<file path="config.mk">
export PLATFORM = sky130hd
export DESIGN_NAME = kaj_front
export DESIGN_NICKNAME = d
export VERILOG_FILES = /design/src/design/kaj_pkg.sv /design/src/design/kaj_front.sv
export SDC_FILE = /design/constraint.sdc
export NUM_CORES = 1
export LEC_CHECK = 0
export ABC_AREA = 1
export CORE_MARGIN = 5
export CORE_UTILIZATION = 48
export CTS_BUF_LIST = sky130_fd_sc_hd__clkbuf_2 sky130_fd_sc_hd__clkbuf_4 sky130_fd_sc_hd__clkbuf_8
export CTS_CLUSTER_DIAMETER = 200
export CTS_CLUSTER_SIZE = 10
export DETAILED_ROUTE_END_ITERATION = 10
export DONT_BUFFER_PORTS = 1
export PLACE_DENSITY = 0.61
export SLEW_MARGIN = 30
export SYNTH_ARGS = -nofsm -noshare
export SYNTH_HDL_FRONTEND = slang
export SYNTH_SLANG_ARGS = --single-unit
</file>
<file path="constraint.sdc">
create_clock -name aclk -period 5.7 [get_ports aclk]
set_clock_uncertainty 0.15 [all_clocks]
set_input_delay 1.425 -clock aclk [delete_from_list [all_inputs] [get_ports aclk]]
set_output_delay 1.425 -clock aclk [all_outputs]
set_load 0.01 [all_outputs]
</file>
<file path="src/design/kaj_pkg.sv">
// shared types and constants for the k-th ancestor jump table engine
package kaj_pkg;

    localparam int DEF_NODES  = 1024;
    localparam int DEF_LEVELS = 10;

    localparam int NODE_W = 10;
    localparam int HOP_W  = 16;
    localparam int ACT_W  = 2;

    localparam int Q_DEPTH = 2;
    localparam int Q_PTR_W = (Q_DEPTH > 1) ? $clog2(Q_DEPTH) : 1;
    localparam int Q_CNT_W = $clog2(Q_DEPTH + 1);

    typedef enum logic [ACT_W-1:0] {
        ACT_LOAD  = 2'd0,
        ACT_BUILD = 2'd1,
        ACT_QUERY = 2'd2
    } action_t;

    typedef enum logic [1:0] {
        CMD_LOAD,
        CMD_BUILD,
        CMD_QUERY,
        CMD_ANSWER
    } cmd_op_t;

    // one queued request for the back end
    typedef struct packed {
        cmd_op_t             op;
        logic [NODE_W-1:0]   node;
        logic                link_valid;
        logic [NODE_W-1:0]   link_idx;
        logic                found;
        logic [HOP_W-1:0]    hops;
    } cmd_t;

    typedef enum logic [2:0] {
        ST_IDLE,
        ST_B_PREV,
        ST_B_UP,
        ST_B_WRITE,
        ST_Q_STEP,
        ST_Q_CHECK,
        ST_DONE
    } back_state_t;

endpackage

</file>
<file path="src/design/kaj_front.sv">
// front end: accepts requests, classifies them and queues work for the back end
module kaj_front #(
    parameter int NODES  = kaj_pkg::DEF_NODES,
    parameter int LEVELS = kaj_pkg::DEF_LEVELS
) (
    input  logic                       aclk,
    input  logic                       aresetn,
    input  logic                       s_valid,
    output logic                       s_ready,
    input  logic [kaj_pkg::ACT_W-1:0]  s_action,
    input  logic [kaj_pkg::NODE_W-1:0] s_node,
    input  logic [kaj_pkg::NODE_W-1:0] s_parent_node,
    input  logic                       s_is_root,
    input  logic [kaj_pkg::HOP_W-1:0]  s_hop_count,
    output logic                       q_valid,
    output kaj_pkg::cmd_t              q_head,
    input  logic                       q_pop
);
    import kaj_pkg::*;

    cmd_t               q_mem_reg [Q_DEPTH];
    logic [Q_PTR_W-1:0] wr_ptr_reg, wr_ptr_next;
    logic [Q_PTR_W-1:0] rd_ptr_reg, rd_ptr_next;
    logic [Q_CNT_W-1:0] count_reg, count_next;

    logic node_ok;
    logic parent_ok;
    logic hops_big;
    logic push;
    logic accept;
    cmd_t cmd;

    assign node_ok   = 32'(s_node) < NODES;
    assign parent_ok = 32'(s_parent_node) < NODES;
    assign hops_big  = (32'(s_hop_count) >> LEVELS) != 32'd0;

    assign s_ready = count_reg != Q_CNT_W'(Q_DEPTH);
    assign accept  = s_valid && s_ready;
    assign q_valid = count_reg != '0;
    assign q_head  = q_mem_reg[rd_ptr_reg];

    always_comb begin
        cmd            = '0;
        cmd.op         = CMD_ANSWER;
        cmd.node       = s_node;
        cmd.hops       = s_hop_count;
        push           = 1'b0;
        case (s_action)
            ACT_LOAD: begin
                // loads of nodes outside the tree are dropped here
                push           = node_ok;
                cmd.op         = CMD_LOAD;
                cmd.link_valid = !s_is_root && parent_ok;
                cmd.link_idx   = (!s_is_root && parent_ok) ? s_parent_node : '0;
            end
            ACT_BUILD: begin
                push   = 1'b1;
                cmd.op = CMD_BUILD;
            end
            ACT_QUERY: begin
                push = 1'b1;
                if (!node_ok || hops_big) begin
                    cmd.op    = CMD_ANSWER;
                    cmd.found = 1'b0;
                end else if (s_hop_count == '0) begin
                    cmd.op       = CMD_ANSWER;
                    cmd.found    = 1'b1;
                    cmd.link_idx = s_node;
                end else begin
                    cmd.op = CMD_QUERY;
                end
            end
            default: begin
                push = 1'b0;
            end
        endcase
    end

    always_comb begin
        wr_ptr_next = wr_ptr_reg;
        rd_ptr_next = rd_ptr_reg;
        count_next  = count_reg;
        if (accept && push) begin
            wr_ptr_next = (wr_ptr_reg == Q_PTR_W'(Q_DEPTH - 1)) ? '0 : wr_ptr_reg + 1'b1;
        end
        if (q_pop) begin
            rd_ptr_next = (rd_ptr_reg == Q_PTR_W'(Q_DEPTH - 1)) ? '0 : rd_ptr_reg + 1'b1;
        end
        if ((accept && push) && !q_pop) begin
            count_next = count_reg + 1'b1;
        end else if (!(accept && push) && q_pop) begin
            count_next = count_reg - 1'b1;
        end
    end

    always_ff @(posedge aclk) begin
        if (!aresetn) begin
            wr_ptr_reg <= '0;
            rd_ptr_reg <= '0;
            count_reg  <= '0;
        end else begin
            wr_ptr_reg <= wr_ptr_next;
            rd_ptr_reg <= rd_ptr_next;
            count_reg  <= count_next;
        end
    end

    always_ff @(posedge aclk) begin
        if (accept && push) begin
            q_mem_reg[wr_ptr_reg] <= cmd;
        end
    end

endmodule

</file>
==> impl_metrics.py <==
metrics = {
    "layout": {
        "layout_common_cells": "80 x edfxtp_1, 40 x mux2_2, 31 x nand2_1",
        "nets": 263,
        "syn2layout_area_growth_pct": 9.47,
        "fillers": 567,
        "largest_reg_flops": 80,
        "antenna_cells": 0,
        "multi_input_area_um2": 816,
        "layout-drive-gt1-share_pct": 30.8,
        "seq_area_um2": 2510,
        "final_common_cell": "edfxtp_1",
    },
    "drt": {
        "wirelength_um": 6290,
        "vias": 1692,
        "post_drt_via_cell_ratio": 5.29,
        "wl_per_cell_um": 19.6,
        "antenna_left": 0,
        "drtPass1Iterations": 4,
        "drc": 0,
        "drt_first_iter_violations": 71,
    },
    "global_route": {
        "grt_usage_pct": 14.9,
        "grt_pass1_vias": 1808,
        "grt_max_degree": 41,
        "gr-total-overflow": 0,
        "grt_pass1_wl_um": 9680,
        "antenna_found_initial": 0,
    },
    "yosys": {
        "async_flop_share_pct": 0,
        "yosys-top-cells-area": "edfxtp_1 71%, mux2_2 13%, nand2_1 3.4%",
        "synthFlopType": "edfxtp_1",
        "synth_top_cell_by_area": "edfxtp_1",
        "syn_area_per_cell_um2": 15.9,
        "synth_fp_nets": 258,
        "synth_edf_count": 80,
        "ys_seq_area_share_pct": 73.7,
        "yosys_warnings": 0,
        "synth_cell_type_count": 22,
        "synth_top_area_share_pct": 70.7,
        "syn_area_um2": 3400,
        "yosys_register_bits": 85,
        "syn_inst": 214,
    },
    "clock_network": {
        "cts_tree": "yes",
        "clock_sinks": 85,
        "clk_latency_ns": 0.33,
        "cts_made_buffers": 9,
        "cts_setup_buffers": 0,
        "cts_root_buffer": "clkbuf_8",
        "clockBufferDepth": 2,
        "htree_levels": 3,
        "clk_transition_reported_paths_ns": 0.08,
        "hold_buffers": 0,
        "cts_resized": 0,
    },
    "hold_path": {
        "hold-path-cell-count": 2,
        "hold_path_class": "register to register",
        "hold_start": "rd_ptr_reg$_SDFFE_PN0P_",
    },
    "critical_path": {
        "start_kind": "register",
        "path_max_fanout": 40,
        "path_buf_inv": 0,
        "cp-end-kind": "output port",
        "crit_family": "flip-flops",
        "criticalPathCategory": "register to output port",
        "slowest_stage": "dfxtp_4",
        "crit_chain": "mux2_2",
        "r2r_start": "count_reg[0]$_SDFFE_PN0P_",
        "cpPeakStageDelay_ns": 0.71,
        "cp_num_cells": 1,
        "crit_arrival_ns": 1.50,
        "required_ns": 4.12,
        "r2r_setup_slack_ns": 3.74,
        "r2r_cells": 5,
    },
    "job": {
        "drv_cap": 0,
    },
    "place": {
        "place.gp.congestion": 0.670,
        "pre_cts_ws_ns": 2.66,
        "dpl.hpwl_um": 4430,
        "portBuffers": 0,
    },
    "floorplanning": {
        "core_um2": 6830,
        "die_y_um": 94.1,
        "start_util_pct": 49.7,
        "fp.dieW_um": 94.1,
        "core.rowCount": 30,
        "dieArea_um2": 8860,
        "ios": 85,
    },
    "timing": {
        "setup_ws_ns": 2.63,
        "finalCritPeriodShare_pct": 53.9,
        "relSlewSlack_pct": 35.9,
        "slew_violations": 0,
        "period_needed_ns": 3.07,
        "setup_viol": 0,
        "max_clock_freq_mhz": 326,
        "tightest_slew_ns": 0.957,
        "rsz0062_at_grt": "no",
        "setup_tns_ns": 0,
        "finalHoldViolations": 0,
    },
    "outcome": {
        "status": "finished clean",
    },
    "power_and_ir_drop": {
        "vdd.ir_drop.worst_mv": 0.172,
        "p_per_area_nw_per_um2": 339,
        "leakage_nw": 1.28,
    },
}
[synthesized netlist by cell type (2+ instances only)]
library cell,number
edfxtp_1,80
a21oi_1,3
buf_6,2
nor3_1,2
dfxtp_1,5
nor2_1,16
inv_1,7
buf_4,5
nand2_1,31
nor2_2,2
mux2_2,40
nand4_1,10
o21ai_0,2
[layer usage]
metal | track usage (%) | up-vias | part of all wire, %
li1 | - | 798 | -
met1 | 17.4 | 818 | 38
met2 | 24.2 | 71 | 50
met3 | 6.33 | 5 | 11
met4 | 6.14 | 0 | 0.91
met5 | 0 | - | 0
[metrics by stage]
stage          power (mW)  instances  utilization, %  hold WS (ns)  area [um2]
6_report             1.26        320            54.4         0.353        3720
5_1_grt              1.32        320            54.4         0.398        3720
4_1_cts              1.28        320            54.4         0.360        3720
3_5_place_dp        0.876        304            51.6         0.340        3520
3_3_place_gp        0.862        302            50.8         0.333        3470
2_1_floorplan       0.844        214               -         0.313        3400
[cell type report]
class,instances,area share [%]
clock buffers,11,3.73
clock inverters,5,1.41
inverters,8,0.808
multi-input cells,113,21.9
flip-flops and latches,85,67.4
well taps,96,3.23
repair buffers,2,1.48
[final timing paths]
kind,endpoint
max,q_head[25]
min,register
min reg2reg,register
max reg2reg,q_mem_reg[1][29]$_DFFE_PP_
[logic make-up after synthesis]
logic type	after synthesis	share of synthesized area [%]
compound gates	6	0.994
flops	85	73.7
fa+ha+maj	1	0.368
mux	40	13.3
simple gates	66	8.95
buf+inv	16	2.76
[where the power goes]
part	internal, mW	switching, mW
clock network	0.210	0.192
registers	0.727	0.0181
logic	0.0441	0.0692
total	0.981	0.279
No activity file was read; power rests on OpenSTA's default activity.
